File: config.mk
export PLATFORM = sky130hd
export DESIGN_NAME = sound_level_meter
export DESIGN_NICKNAME = d
export VERILOG_FILES = /design/src/sv/slm_pkg.sv /design/src/sv/slm_csr.sv /design/src/sv/slm_div.sv /design/src/sv/slm_dp.sv /design/src/sv/slm_ctrl.sv /design/src/sv/sound_level_meter.sv
export SDC_FILE = /design/constraint.sdc
export NUM_CORES = 1
export LEC_CHECK = 0
export BUFFER_PORTS_ARGS = -buffer_cell sky130_fd_sc_hd__buf_2
export CORE_MARGIN = 2
export CORE_UTILIZATION = 45
export CTS_BUF_LIST = sky130_fd_sc_hd__clkbuf_4 sky130_fd_sc_hd__clkbuf_8
export DETAILED_ROUTE_END_ITERATION = 8
export PLACE_DENSITY = 0.65
export SETUP_SLACK_MARGIN = 0.05
export SLEW_MARGIN = 15
export SYNTH_ARGS = -nofsm -noshare
export SYNTH_HDL_FRONTEND = slang
export SYNTH_SLANG_ARGS = --single-unit
File: constraint.sdc
create_clock -name clock -period 18.2 [get_ports clock]
set_input_delay 2.73 -clock clock [delete_from_list [all_inputs] [get_ports clock]]
set_output_delay 2.73 -clock clock [all_outputs]
set_load 0.005 [all_outputs]
File: src/sv/slm_pkg.sv
`default_nettype none
// ----------------------------------------------------------------------------
// slm_pkg
// Shared types, register map, band codes and mapping constants of the
// peak-to-peak sound level meter.
// ----------------------------------------------------------------------------
package slm_pkg;

   // field widths
   localparam int ADC_BITS      = 12;
   localparam int AVG_FRAC_BITS = 4;
   localparam int WIN_BITS      = 10;
   localparam int PERIOD_BITS   = 16;
   localparam int LEVEL_BITS    = 12;
   localparam int BAND_BITS     = 2;
   localparam int AVG_BITS      = 16;
   localparam int SUM_BITS      = 28;
   localparam int COUNT_BITS    = 16;

   // average divider
   localparam int DIV_BITS     = SUM_BITS + AVG_FRAC_BITS;
   localparam int DIV_CNT_BITS = $clog2(DIV_BITS);

   // register port
   localparam int CSR_ADDR_BITS = 5;
   localparam int CSR_DATA_BITS = 32;
   localparam int REG_IDX_BITS  = 3;

   localparam logic [REG_IDX_BITS-1:0] REG_WINDOW_MS     = 3'd0;
   localparam logic [REG_IDX_BITS-1:0] REG_AVG_WINDOW_MS = 3'd1;
   localparam logic [REG_IDX_BITS-1:0] REG_QUIET_LOW     = 3'd2;
   localparam logic [REG_IDX_BITS-1:0] REG_MODERATE_LOW  = 3'd3;
   localparam logic [REG_IDX_BITS-1:0] REG_LOUD_LOW      = 3'd4;
   localparam logic [REG_IDX_BITS-1:0] REG_LOUD_HIGH     = 3'd5;

   // register reset values
   localparam logic [WIN_BITS-1:0]    WINDOW_MS_RESET     = 10'd50;
   localparam logic [PERIOD_BITS-1:0] AVG_WINDOW_MS_RESET = 16'd20000;
   localparam logic [WIN_BITS-1:0]    QUIET_LOW_RESET     = 10'd30;
   localparam logic [WIN_BITS-1:0]    MODERATE_LOW_RESET  = 10'd50;
   localparam logic [WIN_BITS-1:0]    LOUD_LOW_RESET      = 10'd80;
   localparam logic [WIN_BITS-1:0]    LOUD_HIGH_RESET     = 10'd100;

   // band codes
   localparam logic [BAND_BITS-1:0] BAND_OFF      = 2'd0;
   localparam logic [BAND_BITS-1:0] BAND_QUIET    = 2'd1;
   localparam logic [BAND_BITS-1:0] BAND_MODERATE = 2'd2;
   localparam logic [BAND_BITS-1:0] BAND_LOUD     = 2'd3;

   // level = (p - 150) * 77 / 185 + 28, quotient by reciprocal plus one fixup
   localparam int     MAP_OFFSET     = 150;
   localparam int     MAP_NUM        = 77;
   localparam int     MAP_DEN        = 185;
   localparam int     MAP_BIAS       = 28;
   localparam int     MAP_SHIFT      = 24;
   localparam longint MAP_RECIP      = ((longint'(1) << MAP_SHIFT) * MAP_NUM) / MAP_DEN;
   localparam int     MAP_RECIP_BITS = $clog2(MAP_RECIP + 1);
   localparam int     FIX_BITS       = ADC_BITS + 8;
   localparam int     LV_BITS        = (ADC_BITS + 2 > LEVEL_BITS + 1) ?
                                       ADC_BITS + 2 : LEVEL_BITS + 1;
   localparam int     BAND_CMP_BITS  = LEVEL_BITS + 1;

   // input transaction
   typedef struct packed {
      logic [ADC_BITS-1:0] sample;
      logic                ms_tick;
   } slm_req_type;

   // result transaction
   typedef struct packed {
      logic                         level_valid;
      logic signed [LEVEL_BITS-1:0] level_db;
      logic [BAND_BITS-1:0]         band;
      logic                         avg_valid;
      logic signed [AVG_BITS-1:0]   avg_db_q4;
   } slm_rsp_type;

   // configuration registers
   typedef struct packed {
      logic [WIN_BITS-1:0]    window_ms;
      logic [PERIOD_BITS-1:0] avg_window_ms;
      logic [WIN_BITS-1:0]    quiet_low;
      logic [WIN_BITS-1:0]    moderate_low;
      logic [WIN_BITS-1:0]    loud_low;
      logic [WIN_BITS-1:0]    loud_high;
   } slm_cfg_type;

   // controller to datapath
   typedef struct packed {
      logic accept;
      logic map;
      logic fix;
      logic accum;
      logic div_step;
      logic out_load;
   } slm_cmd_type;

   // datapath to controller
   typedef struct packed {
      logic close;
      logic avg_due;
      logic div_last;
      logic out_free;
   } slm_status_type;

   typedef enum logic [2:0] {
      S_IDLE,
      S_MAP,
      S_FIX,
      S_ACCUM,
      S_DIV,
      S_OUT
   } slm_state_type;

endpackage
`default_nettype wire

File: src/sv/slm_csr.sv
`default_nettype none
// ----------------------------------------------------------------------------
// slm_csr
// Register file behind the APB-style configuration port.
// ----------------------------------------------------------------------------
module slm_csr (
   input  logic                               clock,
   input  logic                               reset,
   input  logic                               csr_psel,
   input  logic                               csr_penable,
   input  logic                               csr_pwrite,
   input  logic [slm_pkg::CSR_ADDR_BITS-1:0]  csr_paddr,
   input  logic [slm_pkg::CSR_DATA_BITS-1:0]  csr_pwdata,
   output logic [slm_pkg::CSR_DATA_BITS-1:0]  csr_prdata,
   output logic                               csr_pready,
   output slm_pkg::slm_cfg_type               cfg
);
   import slm_pkg::*;

   slm_cfg_type               cfg_ff;
   slm_cfg_type               cfg_in;
   logic                      wr_en;
   logic [REG_IDX_BITS-1:0]   idx;

   assign csr_pready = 1'b1;
   assign wr_en      = csr_psel & csr_penable & csr_pwrite;
   assign idx        = csr_paddr[REG_IDX_BITS+1:2];
   assign cfg        = cfg_ff;

   // write decode
   always_comb begin
      cfg_in = cfg_ff;
      if (wr_en) begin
         unique case (idx)
            REG_WINDOW_MS:     cfg_in.window_ms     = csr_pwdata[WIN_BITS-1:0];
            REG_AVG_WINDOW_MS: cfg_in.avg_window_ms = csr_pwdata[PERIOD_BITS-1:0];
            REG_QUIET_LOW:     cfg_in.quiet_low     = csr_pwdata[WIN_BITS-1:0];
            REG_MODERATE_LOW:  cfg_in.moderate_low  = csr_pwdata[WIN_BITS-1:0];
            REG_LOUD_LOW:      cfg_in.loud_low      = csr_pwdata[WIN_BITS-1:0];
            REG_LOUD_HIGH:     cfg_in.loud_high     = csr_pwdata[WIN_BITS-1:0];
            default:           cfg_in = cfg_ff;
         endcase
      end
   end

   // registers
   always_ff @(posedge clock) begin
      if (reset) begin
         cfg_ff.window_ms     <= WINDOW_MS_RESET;
         cfg_ff.avg_window_ms <= AVG_WINDOW_MS_RESET;
         cfg_ff.quiet_low     <= QUIET_LOW_RESET;
         cfg_ff.moderate_low  <= MODERATE_LOW_RESET;
         cfg_ff.loud_low      <= LOUD_LOW_RESET;
         cfg_ff.loud_high     <= LOUD_HIGH_RESET;
      end else begin
         cfg_ff <= cfg_in;
      end
   end

   // read mux
   always_comb begin
      unique case (idx)
         REG_WINDOW_MS:     csr_prdata = CSR_DATA_BITS'(cfg_ff.window_ms);
         REG_AVG_WINDOW_MS: csr_prdata = CSR_DATA_BITS'(cfg_ff.avg_window_ms);
         REG_QUIET_LOW:     csr_prdata = CSR_DATA_BITS'(cfg_ff.quiet_low);
         REG_MODERATE_LOW:  csr_prdata = CSR_DATA_BITS'(cfg_ff.moderate_low);
         REG_LOUD_LOW:      csr_prdata = CSR_DATA_BITS'(cfg_ff.loud_low);
         REG_LOUD_HIGH:     csr_prdata = CSR_DATA_BITS'(cfg_ff.loud_high);
         default:           csr_prdata = '0;
      endcase
   end

endmodule
`default_nettype wire

File: src/sv/slm_div.sv
`default_nettype none
// ----------------------------------------------------------------------------
// slm_div
// Restoring unsigned divider, one quotient bit per step.
// ----------------------------------------------------------------------------
module slm_div (
   input  logic                             clock,
   input  logic                             reset,
   input  logic                             start,
   input  logic                             step,
   input  logic [slm_pkg::DIV_BITS-1:0]     dividend,
   input  logic [slm_pkg::COUNT_BITS-1:0]   divisor,
   output logic [slm_pkg::DIV_BITS-1:0]     quotient,
   output logic                             last
);
   import slm_pkg::*;

   logic [DIV_BITS-1:0]     quo_ff, quo_in;
   logic [COUNT_BITS-1:0]   rem_ff, rem_in;
   logic [COUNT_BITS-1:0]   dvs_ff, dvs_in;
   logic [DIV_CNT_BITS-1:0] cnt_ff, cnt_in;
   logic [COUNT_BITS:0]     shifted;
   logic [COUNT_BITS+1:0]   trial;
   logic                    fits;

   assign quotient = quo_ff;
   assign last     = (cnt_ff == DIV_CNT_BITS'(DIV_BITS - 1));

   // shift-subtract step
   always_comb begin
      shifted = {rem_ff, quo_ff[DIV_BITS-1]};
      trial   = (COUNT_BITS+2)'(shifted) - (COUNT_BITS+2)'(dvs_ff);
      fits    = ~trial[COUNT_BITS+1];
      quo_in  = quo_ff;
      rem_in  = rem_ff;
      dvs_in  = dvs_ff;
      cnt_in  = cnt_ff;
      if (start) begin
         quo_in = dividend;
         rem_in = '0;
         dvs_in = divisor;
         cnt_in = '0;
      end else if (step) begin
         quo_in = {quo_ff[DIV_BITS-2:0], fits};
         rem_in = fits ? trial[COUNT_BITS-1:0] : shifted[COUNT_BITS-1:0];
         cnt_in = cnt_ff + 1'b1;
      end
   end

   // step counter
   always_ff @(posedge clock) begin
      if (reset) begin
         cnt_ff <= '0;
      end else begin
         cnt_ff <= cnt_in;
      end
   end

   // operands
   always_ff @(posedge clock) begin
      quo_ff <= quo_in;
      rem_ff <= rem_in;
      dvs_ff <= dvs_in;
   end

endmodule
`default_nettype wire

File: src/sv/slm_dp.sv
`default_nettype none
// ----------------------------------------------------------------------------
// slm_dp
// Datapath: window peak tracking, level mapping, band test, running sum
// and count, average division and the result register.
// ----------------------------------------------------------------------------
module slm_dp (
   input  logic                     clock,
   input  logic                     reset,
   input  slm_pkg::slm_req_type     req_data,
   input  slm_pkg::slm_cfg_type     cfg,
   input  slm_pkg::slm_cmd_type     cmd,
   output slm_pkg::slm_status_type  status,
   output logic                     rsp_valid,
   input  logic                     rsp_ready,
   output slm_pkg::slm_rsp_type     rsp_data
);
   import slm_pkg::*;

   localparam logic [ADC_BITS-1:0]          ADC_MAX   = '1;
   localparam logic signed [LV_BITS-1:0]    LV_HI     = LV_BITS'((2 ** (LEVEL_BITS - 1)) - 1);
   localparam logic signed [LV_BITS-1:0]    LV_LO     = LV_BITS'(-(2 ** (LEVEL_BITS - 1)));
   localparam logic [DIV_BITS-1:0]          AVG_POS   = DIV_BITS'((2 ** (AVG_BITS - 1)) - 1);
   localparam logic [DIV_BITS-1:0]          AVG_NEG   = DIV_BITS'(2 ** (AVG_BITS - 1));

   // window and averaging state
   logic [WIN_BITS-1:0]           window_elapsed_ff, window_elapsed_in;
   logic [ADC_BITS-1:0]           peak_max_ff, peak_max_in;
   logic [ADC_BITS-1:0]           peak_min_ff, peak_min_in;
   logic [PERIOD_BITS-1:0]        avg_elapsed_ff, avg_elapsed_in;
   logic signed [SUM_BITS-1:0]    level_sum_ff, level_sum_in;
   logic [COUNT_BITS-1:0]         level_count_ff, level_count_in;

   // per-transaction working registers
   logic                          close_ff, close_in;
   logic                          neg_ff, neg_in;
   logic [ADC_BITS-1:0]           mag_ff, mag_in;
   logic [ADC_BITS-1:0]           q0_ff, q0_in;
   logic signed [LEVEL_BITS-1:0]  level_ff, level_in;
   logic [BAND_BITS-1:0]          band_ff, band_in;
   logic                          avg_ff, avg_in;
   logic                          avg_neg_ff, avg_neg_in;

   // result register
   logic                          rsp_valid_ff, rsp_valid_in;
   slm_rsp_type                   rsp_ff, rsp_in;

   // combinational intermediates
   logic [WIN_BITS:0]                    elapsed;
   logic [ADC_BITS-1:0]                  max_new, min_new, span;
   logic signed [ADC_BITS:0]             diff;
   logic [ADC_BITS+MAP_RECIP_BITS-1:0]   recip_prod;
   logic [FIX_BITS-1:0]                  fix_num, fix_back, fix_rem;
   logic [ADC_BITS-1:0]                  q_fix;
   logic signed [LV_BITS-1:0]            lv_wide;
   logic signed [BAND_CMP_BITS-1:0]      lv_cmp, th_quiet, th_mod, th_loud, th_high;
   logic signed [SUM_BITS:0]             sum_wide;
   logic signed [SUM_BITS-1:0]           sum_next;
   logic [COUNT_BITS-1:0]                count_next;
   logic [SUM_BITS-1:0]                  sum_mag;
   logic                                 avg_due;
   logic                                 div_start;
   logic [DIV_BITS-1:0]                  div_dividend;
   logic [DIV_BITS-1:0]                  div_quotient;
   logic                                 div_last;
   logic signed [AVG_BITS-1:0]           avg_sat;
   logic                                 out_free;

   // sample front end: peaks, window count and distance from the offset
   always_comb begin
      elapsed = {1'b0, window_elapsed_ff} + (WIN_BITS+1)'(req_data.ms_tick);
      max_new = (req_data.sample > peak_max_ff) ? req_data.sample : peak_max_ff;
      min_new = (req_data.sample < peak_min_ff) ? req_data.sample : peak_min_ff;
      span    = max_new - min_new;
      diff    = $signed({1'b0, span}) - (ADC_BITS+1)'(MAP_OFFSET);
   end

   // reciprocal multiply gives the quotient or one less
   assign recip_prod = (ADC_BITS+MAP_RECIP_BITS)'(mag_ff) *
                       (ADC_BITS+MAP_RECIP_BITS)'(MAP_RECIP);

   // remainder fixup, sign and bias; the clamp is applied on the fix step
   always_comb begin
      fix_num  = FIX_BITS'(mag_ff) * FIX_BITS'(MAP_NUM);
      fix_back = FIX_BITS'(q0_ff) * FIX_BITS'(MAP_DEN);
      fix_rem  = fix_num - fix_back;
      q_fix    = q0_ff + ADC_BITS'(fix_rem >= FIX_BITS'(MAP_DEN));
      lv_wide  = $signed(LV_BITS'(q_fix));
      if (neg_ff) begin
         lv_wide = -lv_wide;
      end
      lv_wide = lv_wide + LV_BITS'(MAP_BIAS);
   end

   // band thresholds and running sum
   always_comb begin
      lv_cmp   = BAND_CMP_BITS'(level_ff);
      th_quiet = $signed(BAND_CMP_BITS'(cfg.quiet_low));
      th_mod   = $signed(BAND_CMP_BITS'(cfg.moderate_low));
      th_loud  = $signed(BAND_CMP_BITS'(cfg.loud_low));
      th_high  = $signed(BAND_CMP_BITS'(cfg.loud_high));
      sum_wide = (SUM_BITS+1)'(level_sum_ff) + (SUM_BITS+1)'(level_ff);
      if (sum_wide[SUM_BITS] != sum_wide[SUM_BITS-1]) begin
         sum_next = sum_wide[SUM_BITS] ? {1'b1, {(SUM_BITS-1){1'b0}}}
                                       : {1'b0, {(SUM_BITS-1){1'b1}}};
      end else begin
         sum_next = sum_wide[SUM_BITS-1:0];
      end
      count_next   = (level_count_ff == '1) ? level_count_ff : level_count_ff + 1'b1;
      sum_mag      = sum_next[SUM_BITS-1] ? SUM_BITS'(-sum_next) : SUM_BITS'(sum_next);
      div_dividend = DIV_BITS'(sum_mag) << AVG_FRAC_BITS;
      avg_due      = (avg_elapsed_ff >= cfg.avg_window_ms);
      div_start    = cmd.accum & avg_due;
   end

   // average: saturate the signed quotient to the output width
   always_comb begin
      if (avg_neg_ff) begin
         avg_sat = (div_quotient > AVG_NEG) ? AVG_BITS'(AVG_NEG)
                                            : AVG_BITS'(-div_quotient);
      end else begin
         avg_sat = (div_quotient > AVG_POS) ? AVG_BITS'(AVG_POS)
                                            : AVG_BITS'(div_quotient);
      end
   end

   slm_div u_div (
      .clock    (clock),
      .reset    (reset),
      .start    (div_start),
      .step     (cmd.div_step),
      .dividend (div_dividend),
      .divisor  (count_next),
      .quotient (div_quotient),
      .last     (div_last)
   );

   // next state of window and average bookkeeping
   always_comb begin
      window_elapsed_in = window_elapsed_ff;
      peak_max_in       = peak_max_ff;
      peak_min_in       = peak_min_ff;
      avg_elapsed_in    = avg_elapsed_ff;
      level_sum_in      = level_sum_ff;
      level_count_in    = level_count_ff;
      if (cmd.accept) begin
         if (req_data.ms_tick && (avg_elapsed_ff != '1)) begin
            avg_elapsed_in = avg_elapsed_ff + 1'b1;
         end
         if (elapsed > (WIN_BITS+1)'(cfg.window_ms)) begin
            window_elapsed_in = '0;
            peak_max_in       = '0;
            peak_min_in       = ADC_MAX;
         end else begin
            window_elapsed_in = elapsed[WIN_BITS-1:0];
            peak_max_in       = max_new;
            peak_min_in       = min_new;
         end
      end
      if (cmd.accum) begin
         if (avg_due) begin
            level_sum_in   = '0;
            level_count_in = '0;
            avg_elapsed_in = '0;
         end else begin
            level_sum_in   = sum_next;
            level_count_in = count_next;
         end
      end
   end

   // next state of the working registers
   always_comb begin
      close_in   = close_ff;
      neg_in     = neg_ff;
      mag_in     = mag_ff;
      q0_in      = q0_ff;
      level_in   = level_ff;
      band_in    = band_ff;
      avg_in     = avg_ff;
      avg_neg_in = avg_neg_ff;
      if (cmd.accept) begin
         close_in = (elapsed > (WIN_BITS+1)'(cfg.window_ms));
         neg_in   = diff[ADC_BITS];
         mag_in   = diff[ADC_BITS] ? ADC_BITS'(-diff) : ADC_BITS'(diff);
         avg_in   = 1'b0;
      end
      if (cmd.map) begin
         q0_in = ADC_BITS'(recip_prod[ADC_BITS+MAP_RECIP_BITS-1:MAP_SHIFT]);
      end
      if (cmd.fix) begin
         if (lv_wide > LV_HI) begin
            level_in = LEVEL_BITS'(LV_HI);
         end else if (lv_wide < LV_LO) begin
            level_in = LEVEL_BITS'(LV_LO);
         end else begin
            level_in = LEVEL_BITS'(lv_wide);
         end
      end
      if (cmd.accum) begin
         if (lv_cmp >= th_quiet && lv_cmp < th_mod) begin
            band_in = BAND_QUIET;
         end else if (lv_cmp >= th_mod && lv_cmp < th_loud) begin
            band_in = BAND_MODERATE;
         end else if (lv_cmp >= th_loud && lv_cmp <= th_high) begin
            band_in = BAND_LOUD;
         end else begin
            band_in = BAND_OFF;
         end
         avg_in     = avg_due;
         avg_neg_in = sum_next[SUM_BITS-1];
      end
   end

   // result register
   assign out_free = ~rsp_valid_ff | rsp_ready;

   always_comb begin
      rsp_in       = rsp_ff;
      rsp_valid_in = rsp_valid_ff & ~rsp_ready;
      if (cmd.out_load) begin
         rsp_valid_in       = 1'b1;
         rsp_in.level_valid = close_ff;
         rsp_in.level_db    = close_ff ? level_ff : '0;
         rsp_in.band        = close_ff ? band_ff : BAND_OFF;
         rsp_in.avg_valid   = close_ff & avg_ff;
         rsp_in.avg_db_q4   = (close_ff && avg_ff) ? avg_sat : '0;
      end
   end

   // control and state registers
   always_ff @(posedge clock) begin
      if (reset) begin
         window_elapsed_ff <= '0;
         peak_max_ff       <= '0;
         peak_min_ff       <= ADC_MAX;
         avg_elapsed_ff    <= '0;
         level_sum_ff      <= '0;
         level_count_ff    <= '0;
         rsp_valid_ff      <= 1'b0;
      end else begin
         window_elapsed_ff <= window_elapsed_in;
         peak_max_ff       <= peak_max_in;
         peak_min_ff       <= peak_min_in;
         avg_elapsed_ff    <= avg_elapsed_in;
         level_sum_ff      <= level_sum_in;
         level_count_ff    <= level_count_in;
         rsp_valid_ff      <= rsp_valid_in;
      end
   end

   // payload registers
   always_ff @(posedge clock) begin
      close_ff   <= close_in;
      neg_ff     <= neg_in;
      mag_ff     <= mag_in;
      q0_ff      <= q0_in;
      level_ff   <= level_in;
      band_ff    <= band_in;
      avg_ff     <= avg_in;
      avg_neg_ff <= avg_neg_in;
      rsp_ff     <= rsp_in;
   end

   assign rsp_valid = rsp_valid_ff;
   assign rsp_data  = rsp_ff;

   always_comb begin
      status.close    = (elapsed > (WIN_BITS+1)'(cfg.window_ms));
      status.avg_due  = avg_due;
      status.div_last = div_last;
      status.out_free = out_free;
   end

`ifndef SYNTHESIS
   // an empty average holds no sum
   a_empty_sum: assert property (@(posedge clock) disable iff (reset)
      (level_count_ff == '0) |-> (level_sum_ff == '0))
      else $error("level sum nonzero with zero count");

   // peaks are ordered unless the window was just cleared
   a_peak_order: assert property (@(posedge clock) disable iff (reset)
      (peak_max_ff >= peak_min_ff) ||
      (peak_max_ff == '0 && peak_min_ff == ADC_MAX))
      else $error("peak minimum above peak maximum");

   // an average only comes with a closed window
   a_avg_with_level: assert property (@(posedge clock) disable iff (reset)
      (rsp_valid_ff && rsp_ff.avg_valid) |-> rsp_ff.level_valid)
      else $error("average without level");
`endif

endmodule
`default_nettype wire

File: src/sv/slm_ctrl.sv
`default_nettype none
// ----------------------------------------------------------------------------
// slm_ctrl
// Sequencer: accept, map, fixup, accumulate, optional divide, result load.
// ----------------------------------------------------------------------------
module slm_ctrl (
   input  logic                     clock,
   input  logic                     reset,
   input  logic                     req_valid,
   output logic                     req_ready,
   input  slm_pkg::slm_status_type  status,
   output slm_pkg::slm_cmd_type     cmd
);
   import slm_pkg::*;

   slm_state_type state_ff, state_in;

   // next state
   always_comb begin
      state_in = state_ff;
      unique case (state_ff)
         S_IDLE: begin
            if (req_valid) begin
               state_in = status.close ? S_MAP : S_OUT;
            end
         end
         S_MAP:   state_in = S_FIX;
         S_FIX:   state_in = S_ACCUM;
         S_ACCUM: state_in = status.avg_due ? S_DIV : S_OUT;
         S_DIV: begin
            if (status.div_last) begin
               state_in = S_OUT;
            end
         end
         S_OUT: begin
            if (status.out_free) begin
               state_in = S_IDLE;
            end
         end
         default: state_in = S_IDLE;
      endcase
   end

   // outputs
   always_comb begin
      cmd       = '0;
      req_ready = 1'b0;
      unique case (state_ff)
         S_IDLE: begin
            req_ready  = 1'b1;
            cmd.accept = req_valid;
         end
         S_MAP:   cmd.map      = 1'b1;
         S_FIX:   cmd.fix      = 1'b1;
         S_ACCUM: cmd.accum    = 1'b1;
         S_DIV:   cmd.div_step = 1'b1;
         S_OUT:   cmd.out_load = status.out_free;
         default: cmd          = '0;
      endcase
   end

   // state register
   always_ff @(posedge clock) begin
      if (reset) begin
         state_ff <= S_IDLE;
      end else begin
         state_ff <= state_in;
      end
   end

endmodule
`default_nettype wire

File: src/sv/sound_level_meter.sv
`default_nettype none
// ----------------------------------------------------------------------------
// sound_level_meter
// Peak-to-peak sound level meter: window peaks, linear level map, band
// classification and periodic mean of levels.
// ----------------------------------------------------------------------------
//  channel  direction  handshake            payload
//  req      in         req_valid/req_ready  sample, ms_tick
//  rsp      out        rsp_valid/rsp_ready  level_valid, level_db, band,
//                                           avg_valid, avg_db_q4
//  csr      in/out     psel/penable/pready  six registers at 4*index
//
//  A transaction that does not close a window goes from accept to result load;
//  one that closes a window also passes reciprocal multiply, fixup, accumulate.
//  An emitted average adds a divide in the divider, one quotient bit per cycle.
//  The result register lets the next transaction start while a result waits;
//  only the result load stalls on rsp_ready.
//  Reset is synchronous and restores register defaults and an empty window.
// ----------------------------------------------------------------------------
module sound_level_meter (
   input  logic                               clock,
   input  logic                               reset,
   input  logic                               req_valid,
   output logic                               req_ready,
   input  slm_pkg::slm_req_type               req_data,
   output logic                               rsp_valid,
   input  logic                               rsp_ready,
   output slm_pkg::slm_rsp_type               rsp_data,
   input  logic                               csr_psel,
   input  logic                               csr_penable,
   input  logic                               csr_pwrite,
   input  logic [slm_pkg::CSR_ADDR_BITS-1:0]  csr_paddr,
   input  logic [slm_pkg::CSR_DATA_BITS-1:0]  csr_pwdata,
   output logic [slm_pkg::CSR_DATA_BITS-1:0]  csr_prdata,
   output logic                               csr_pready
);
   import slm_pkg::*;

   slm_cfg_type    cfg;
   slm_cmd_type    cmd;
   slm_status_type status;

   // configuration registers
   slm_csr u_csr (
      .clock       (clock),
      .reset       (reset),
      .csr_psel    (csr_psel),
      .csr_penable (csr_penable),
      .csr_pwrite  (csr_pwrite),
      .csr_paddr   (csr_paddr),
      .csr_pwdata  (csr_pwdata),
      .csr_prdata  (csr_prdata),
      .csr_pready  (csr_pready),
      .cfg         (cfg)
   );

   // sequencer
   slm_ctrl u_ctrl (
      .clock     (clock),
      .reset     (reset),
      .req_valid (req_valid),
      .req_ready (req_ready),
      .status    (status),
      .cmd       (cmd)
   );

   // datapath
   slm_dp u_dp (
      .clock     (clock),
      .reset     (reset),
      .req_data  (req_data),
      .cfg       (cfg),
      .cmd       (cmd),
      .status    (status),
      .rsp_valid (rsp_valid),
      .rsp_ready (rsp_ready),
      .rsp_data  (rsp_data)
   );

endmodule
`default_nettype wire
Word-level counts from Yosys, hierarchy flattened:

Index checks and enable logic that the tools add are counted.

* register bits: 306
* output and inout port bits: 67

* add/sub/neg operators: 15
* order comparisons: 15
* eq/ne operators: 17
* multiply operators: 3
* bitwise gates (word level): 9
* multiplexer cells: 43
* reduce and logical (&&, ||, !) cells: 17

Operators with widths (number)
* 16-bit two-way mux: 10
* 28-bit two-way mux: 4
* 16-bit case mux with 6 select lines: 1
* 12-bit two-way mux: 6
* 32-bit two-way mux: 2
* 12-bit by 11-bit >= comparator with 1-bit output: 3
* 12-bit by 23-bit multiplier with 35-bit output (second input constant): 1
* 16-bit by 1-bit adder with 16-bit output (second input constant): 2
* 32-bit by 15-bit greater-than comparator with 1-bit output (second input constant): 1
* 32-bit by 16-bit greater-than comparator with 1-bit output (second input constant): 1
* 28-bit by 12-bit adder with 29-bit output: 1
* 28-bit negator: 1
* 12-bit by 11-bit less-than comparator with 1-bit output: 2
* 20-bit by 8-bit >= comparator with 1-bit output (second input constant): 1
* 19-bit by 20-bit subtractor with 20-bit output: 1
* 11-bit by 8-bit multiplier with 19-bit output (second input constant): 1
* 12-bit by 7-bit multiplier with 19-bit output (second input constant): 1
* 3-bit case mux with 6 select lines: 1
* 17-bit by 16-bit subtractor with 18-bit output: 1
* 16-bit equality test (second input constant): 1
* 16-bit >= comparator: 1
* 16-bit inequality test (second input constant): 1
* 16-bit negator: 1
* 14-bit by 6-bit adder with 14-bit output (second input constant): 1
* 34 further kinds: 73

Longest topological paths before layout:

Gate-level depths: netlist of the first run.

* word-level depth: 9
* depth in mapped cells: 48
* gate-level depth less buffers: 47

By module:

From an unflattened synthesis of the first run, not the netlist that was laid out.

* cell total of the unflattened synthesis: 3173
* area, all modules: 28512.3 um^2

Modules (own cells, without submodules)
* slm_dp: area each 21212.8 um^2, instances 1, cells an instance 2466
* slm_div: area each 3732.3 um^2, instances 1, cells an instance 322
* slm_csr: area each 3330.7 um^2, instances 1, cells an instance 357
* slm_ctrl: area each 236.5 um^2, instances 1, cells an instance 28

Worst setup path after synthesis of the first run:

No wires, ideal clock.

* path kind: reg2reg
* start point: register u_dp.q0_ff[5]
* end point: register u_dp.level_ff[1], data pin
* path buffers: 1
* cell stages (with the launch flop): 46
* data required time: 17.939 ns
* library setup time: 0.261 ns
* period minus slack after synthesis: 10.179 ns
* setup slack: 8.021 ns
* arrival time: 9.917 ns
* cell sequence: edfxtp_1 > ha_1 > inv_1 > fa_1 > inv_1 > fa_1 > inv_1 > fa_1 > inv_1 > ha_1 > inv_1 > o21ai_0 > a21oi_1 > o21ai_0 > a21oi_1 > xor2_1 > ha_1 > inv_1 > [10 not listed] > nor3_1 > mux2_1 > o311ai_1 > ha_1 > ha_1 > inv_1 > ha_1 > inv_1 > nor4_1 > nand2_1 > o31ai_1 > xnor2_1 > nor3_1 > and3_1 > nor4_1 > a311oi_1 > buf_2 > o21ai_1

* longest elaborated chain between the ends: 9
* elaborated cells between the ends (all ways): 10
* classes of those cells: add/sub (4); mul (1); order compare (3); mux (2)

RTL lines
* from (decl): line slm_dp.sv:38 `logic [ADC_BITS-1:0] q0_ff, q0_in;`
* from (signal assigned): line slm_dp.sv:257 `q0_ff <= q0_in;`
* 11-bit by 8-bit multiplier with 19-bit output: line slm_dp.sv:85 `fix_back = FIX_BITS'(q0_ff) * FIX_BITS'(MAP_DEN);`
* 19-bit by 20-bit subtractor with 20-bit output: line slm_dp.sv:86 `fix_rem = fix_num - fix_back;`
* 20-bit by 8-bit >= comparator with 1-bit output: line slm_dp.sv:87 `q_fix = q0_ff + ADC_BITS'(fix_rem >= FIX_BITS'(MAP_DEN));`
* 11-bit by 1-bit adder with 12-bit output (*): line slm_dp.sv:87
* 12-bit negator with 14-bit output: line slm_dp.sv:90 `lv_wide = -lv_wide;`
* 14-bit two-way mux (*): line slm_dp.sv:89 `if (neg_ff) begin`
* 14-bit by 6-bit adder with 14-bit output (*): line slm_dp.sv:92 `lv_wide = lv_wide + LV_BITS'(MAP_BIAS);`
* 14-bit by 12-bit less-than comparator with 1-bit output: line slm_dp.sv:194 `end else if (lv_wide < LV_LO) begin`
* 12-bit two-way mux: line slm_dp.sv:194
* to (signal assigned): line slm_dp.sv:258 `level_ff <= level_in;`
* to (decl): line slm_dp.sv:39 `logic signed [LEVEL_BITS-1:0] level_ff, level_in;`

Every way passes the cells marked *; elsewhere a longest branch is shown, timed or not.
A chain may end at the register's enable or synchronous reset.

Worst setup path after layout of the first run:

* start point: register u_dp.q0_ff[5]
* end point: register u_dp.level_ff[10], data pin

Same word-level chain as after synthesis.

==> results of run 1 <==
[state kept, by name, summed over array words and instances, names as in the netlist, 16 cells and up]
signal / count
u_dp.level_sum_ff: 28
u_csr.cfg: 66
u_dp.avg_elapsed_ff: 16
u_dp.u_div.quotient: 32
u_dp.u_div.dvs_ff: 16
u_dp.rsp_data: 32
u_dp.u_div.rem_ff: 16
u_dp.level_count_ff: 16
[kinds of logic after synthesis]
family	count (synthesis)
flip-flops	306
other	2
XOR/XNOR	171
AND/OR/NAND/NOR	874
AO/OA/AOI/OAI	705
multiplexers	54
adder cells (fa/ha/maj)	510
buffers and inverters	517
[layout make-up]
cell class,instances,area (um2)
Fill cell,5764,30500
Timing Repair Buffer,109,601
Multi-Input combinational cell,2331,18300
Antenna cell,2,5.00
Sequential cell,306,7300
Clock buffer,83,1040
Tap cell,782,978
Inverter,395,1480
Clock inverter,27,262
[layout by cell type (no fill, tap or decap), types with 19 or more instances in the layout]
master	netlist	final
ha_1	389	389
xnor2_1	97	97
fa_1	121	121
edfxtp_1	117	117
nand4_1	29	29
buf_2	5	87
a31oi_1	22	22
nand2b_1	27	27
xor2_1	74	74
buf_4	18	22
o21ai_0	127	126
a22oi_1	37	37
or2_2	20	20
and2_1	32	32
clkbuf_8	0	67
dfxtp_1	189	189
a211o_1	26	26
o21a_1	49	49
and3_1	27	27
inv_1	393	393
nand2_1	276	276
nor2_1	216	214
a21oi_1	188	188
nand3_1	66	66
nor3_1	56	54
or3_1	19	19
mux2i_1	43	43
a21o_1	36	36
nor2b_1	25	25
o21ai_1	44	44
[routing by layer]
metal | global-route usage [%] | share of wire [%]
met5 | 0 | 0
met2 | 33.4 | 44
met3 | 2.86 | 5.4
met4 | 5.88 | 2.3
met1 | 30.3 | 49
[Yosys cell counts, drive strengths merged, types with 58 or more instances]
cell / number
edfxtp: 117
nor3: 58
nand2: 276
xnor2: 97
nand3: 66
nor2: 217
xor2: 74
ha: 389
fa: 121
inv: 394
dfxtp: 189
clkbuf: 90
o21ai: 172
a21oi: 190
[worst paths after layout]
kind / start / to / slack (ns) / cells past startpoint
worst max-delay path: u_dp.q0_ff[5]$_DFFE_PP_ / u_dp.level_ff[10]$_SDFFCE_PN1P_ / 6.73 / 44
worst min-delay path: u_csr.cfg[63]$_SDFFE_PP0P_ / u_csr.cfg[63]$_SDFFE_PP0P_ / 0.45 / 2
worst max register to register: u_dp.q0_ff[5]$_DFFE_PP_ / u_dp.level_ff[10]$_SDFFCE_PN1P_ / 6.73 / 44
worst min register to register: u_csr.cfg[63]$_SDFFE_PP0P_ / u_csr.cfg[63]$_SDFFE_PP0P_ / 0.45 / 2
[worst max-delay path, delay by kind of cell (launching register included)]
family | cells | cell delay, ns
buf+inv | 11 | 0.61
simple gates | 8 | 2.01
compound gates | 10 | 2.45
flops | 1 | 0.58
fa+ha+maj | 13 | 5.19
xor+xnor | 2 | 0.29
[per-stage QoR]
| stage | hold slack [ns] | setup slack [ns] | util [%] | instance area (um2) | cells |
|---|---|---|---|---|---|
| detailed placement | 0.447 | 6.37 | 47.4 | 28700 | 3923 |
| CTS | 0.454 | 6.36 | 49.5 | 30000 | 4033 |
| finish | 0.454 | 6.73 | 49.6 | 30000 | 4035 |
| global placement | 0.438 | 6.44 | 47.4 | 28700 | 3923 |
| floorplan | 0.432 | 8.02 | - | 27600 | 3154 |
| global route | 0.474 | 5.89 | 49.6 | 30000 | 4035 |
==> flow_summary_export.csv, run 1 <==
group,metric,value,unit
logic_synthesis,synth.area.mux_share,2.14,%
cts,cts-resized-gates,0,
logic_synthesis,synth_area_leaders,"ha_1, dfxtp_1, edfxtp_1",
worst_setup_path,cp.arrival,11.84,ns
layout,drive_above_1_share,8.55,%
logic_synthesis,synth-adder-area-share,26.5,%
logic_synthesis,synth_top_family_by_area,"adder cells",
die,initial_core_util,45.5,%
logic_synthesis,syn_area_per_cell,8.77,um2
sta,tightestPinTransition,1.15,ns
logic_synthesis,synth_top_cell_by_area,"ha_1",
sta,rsz0062_at_grt,"false",
cts,numCtsBuffers,58,
sta,setup_tns,0,ns
logic_synthesis,async_reset_ff_share,0,%
placed_design,globalplace.congestion,0.878,
worst_setup_path,critPathRequiredTime,18.56,ns
grt,grt_max_degree,67,
grt,grt-ovfl-total,0,
cts,clk_path_buf_depth,3,
die,die_width,251,um
cts,cts_tree,"built",
layout,final_nets,3768,
drt,final_antenna_net_count,0,
grt,grt_pass1_vias,21000,
worst_setup_path,critical_path.most_common_cell,"inv_1",
logic_synthesis,synth.top_cell.area_share,17.7,%
worst_setup_path,cp_max_fo,11,
logic_synthesis,synth_edf_count,117,
logic_synthesis,yosys_register_bits,306,
logic_synthesis,ys_warn_count,0,
drt,wl_per_cell,16.4,um
worst_setup_path,slowest_stage,"a311oi_2",
logic_synthesis,netlist_instances,3139,
run_status,status,"complete, no violations",
grt,gr-usage-all-layers,21.2,%
grt,grt_first_pass_wirelength,109,mm
run,maxCapViolations,0,
grt,antenna_found_initial,3,
logic_synthesis,netlist_area,27500,um2
die,rows,90,
logic_synthesis,ys_seq_area_share,26.5,%
worst_setup_path,crit_type,"reg -> reg",
worst_setup_path,cp-start-kind,"flop",
min_path,min-delay-path-class,"reg -> reg",
cts,cts.root.buffer_cell,"clkbuf_8",
die,die_h,251,um
logic_synthesis,yosys.area_share.xor_xnor,5.44,%
logic_synthesis,ys.flop_type,"dfxtp_1",
cts,clk_pin_slew,0.06,ns
die,ios,124,
worst_setup_path,slowest_delay,0.63,ns
drt,drtPass1Iterations,5,
sta,period_needed,11.47,ns
logic_synthesis,netlist-cell-type-count,94,
sta,maxSlewHeadroom,23.0,%
cts,cts_setup_buffers,0,
logic_synthesis,synth-simple-area-share,15.4,%
cts,cts_sinks,306,
cts,insertion_delay,0.69,ns
placed_design,hpwlAfterDp,50.4,mm
drt,wl,66.2,mm
worst_setup_path,endpoint_kind,"flop",
sta,fin_crit_sh,63.0,%
die,dieArea,63200,um2
sta,timing_hold_violations_final,0,
logic_synthesis,synth_compound_area_share,16.7,%
placed_design,io_buffer_count,88,
sta,fmax,87.2,MHz
die,coreArea,60500,um2
drt,drtIter0Drc,1212,
sta,finClkSkew,0.0750,ns
cts,htree_levels,2,
drt,avgViaCountPerCell,5.44,
layout,area_delta_synth_final,8.91,%
sta,slew_violations,0,
sta,setup_viol,0,
drt,via_count,21900,
cts,cts-hold-fix-buffers,0,
drt,drcViolationCount,0,
Power of run 1 is not shown: default switching activity piles up to over one toggle a cycle in this logic, so the estimate is an artifact.
==> inputs of run 2 (changes only) <==
- PLACE_DENSITY: 0.65 -> 0.68
- clock period: 18.2 -> 10.05 ns (I/O delays scaled with it)
==> flow_summary_export.csv, run 2 (same netlist as run 1, synthesis figures left out) <==
group,metric,value,unit
sta,finClkSkew,0.0617,ns
sta,timing_hold_violations_final,0,
worst_setup_path,cp-start-kind,"flop",
die,rows,90,
worst_setup_path,path_buf_inv,12,
sta,setup_tns,-1.43,ns
grt,grt-ovfl-total,0,
placed_design,detailedPlace.worstSlack,-0.492,ns
sta,maxSlewHeadroom,20.0,%
worst_setup_path,crit_family,"adder cells",
worst_setup_path,endpoint_kind,"flop",
layout,final_common_cell,"inv_1",
placed_design,io_buffer_count,88,
grt,antenna_found_initial,6,
layout,area_delta_synth_final,14.0,%
sta,fmax,98.0,MHz
die,initial_core_util,45.5,%
cts,cts.root.buffer_cell,"clkbuf_8",
worst_setup_path,r2r-start,"u_dp.q0_ff[2]$_DFFE_PP_",
cts,numCtsBuffers,53,
cts,cts_tree,"built",
cts,clk_pin_slew,0.07,ns
sta,rsz0062_at_grt,"true",
worst_setup_path,cp.arrival,10.61,ns
sta,fin_crit_sh,102,%
drt,drtIter0Drc,1489,
drt,avgViaCountPerCell,5.48,
grt,gr-usage-all-layers,21.5,%
layout,final_cell_mix,"inv_1, ha_1, nand2_1, nor2_1, dfxtp_1",
die,die_h,251,um
worst_setup_path,critPathRequiredTime,10.46,ns
sta,slew_violations,0,
drt,wl_per_cell,16.5,um
sta,setup_viol,11,
die,ios,124,
drt,final_antenna_net_count,0,
min_path,min_from,"u_dp.level_sum_ff[20]$_SDFFE_PP0P_",
layout,drive_above_1_share,13.6,%
cts,cts_sinks,306,
placed_design,globalplace.congestion,0.864,
run_status,violations,"negative setup slack",
drt,via_count,22700,
sta,hold_ws,0.454,ns
cts,clk_path_buf_depth,3,
layout,largest_reg_flops,66,
sta,tightestPinTransition,1.20,ns
die,die_width,251,um
grt,grt_pass1_vias,21800,
placed_design,hpwlAfterDp,50.8,mm
layout,final_nets,3881,
run,maxCapViolations,0,
cts,htree_levels,2,
die,coreArea,60500,um2
die,dieArea,63200,um2
sta,setup_ws,-0.152,ns
sta,period_needed,10.20,ns
worst_setup_path,cp_max_fo,6,
cts,insertion_delay,0.67,ns
run_status,status,"complete, but fails checks",
grt,grt_max_degree,93,
grt,grt_first_pass_wirelength,111,mm
worst_setup_path,slowest_delay,0.55,ns
layout,nFillCells,5562,
drt,drtPass1Iterations,5,
worst_setup_path,critical_path.most_common_cell,"buf_4",
cts,cts-hold-fix-buffers,0,
worst_setup_path,crit_type,"reg -> reg",
worst_setup_path,crit_start,"u_dp.q0_ff[2]$_DFFE_PP_",
worst_setup_path,slowest_stage,"fa_1",
min_path,min-delay-path-class,"reg -> reg",
drt,wl,68.4,mm
drt,drcViolationCount,0,
-- run 2: cell count changes in the layout (fill, tap and decap cells not counted), moves of 8 or more --
| cell | before | now |
|---|---|---|
| buf_4 | 22 | 133 |
| inv_1 | 393 | 384 |
| inv_2 | 1 | 9 |
| ha_4 | 0 | 13 |
| ha_1 | 389 | 373 |
| o21ai_2 | 1 | 9 |
-- run 2: area by class of cell --
| type | instances | area, um2 | share of cell area [%] |
|---|---|---|---|
| clock inverter | 24 | 308 | 0.981 |
| tap | 782 | 978 | 3.12 |
| clock buffer | 76 | 958 | 3.05 |
| antenna | 1 | 2.50 | 0.00797 |
| inverter | 395 | 1490 | 4.73 |
| sequential | 306 | 7300 | 23.3 |
| timing repair buffer | 227 | 1510 | 4.82 |
| multi-input combinational | 2331 | 18800 | 60.0 |
-- run 2: worst min-delay path, delay by kind of cell (launching register included) --
kind | cells | cell delay, ns
AOI/OAI and AO/OA | 1 | 0.05
and+or+nand+nor | 1 | 0.05
DFF | 1 | 0.31
-- run 2: through the flow --
| step | area [um2] | utilization [%] | cells |
|---|---|---|---|
| 5_1_grt | 31400 | 51.9 | 4141 |
| 4_1_cts | 31000 | 51.3 | 4130 |
| 3_5_place_dp | 29400 | 48.6 | 4013 |
| 3_3_place_gp | 29400 | 48.6 | 4013 |
| 2_1_floorplan | 27600 | - | 3154 |
| 6_report | 31400 | 51.9 | 4142 |
-- run 2: path summary, 6_finish.rpt --
path | end | slack [ns] | depth (start not counted)
setup / recovery | u_dp.level_ff[5]$_SDFFCE_PN1P_ | -0.15 | 45
hold / removal | u_dp.level_sum_ff[20]$_SDFFE_PP0P_ | 0.45 | 2
setup reg to reg | u_dp.level_ff[5]$_SDFFCE_PN1P_ | -0.15 | 45
hold reg to reg | u_dp.level_sum_ff[20]$_SDFFE_PP0P_ | 0.45 | 2
-- run 2: timing repair --
action,in CTS,in global routing
cloned,1,0
resized for setup,51,49
pin swaps,56,47
setup endpoints to repair,12,12
buffers inserted,16,11
-- run 2: metal layers --
layer	GRT usage, %	part of all wire, %	up-vias
met5	0	0.019	-
met4	5.65	2.3	2
met3	3.45	6.3	105
met2	34.2	44	578
met1	30.4	47	10700
li1	-	-	11300
Power of run 2 is left out for the same reason.
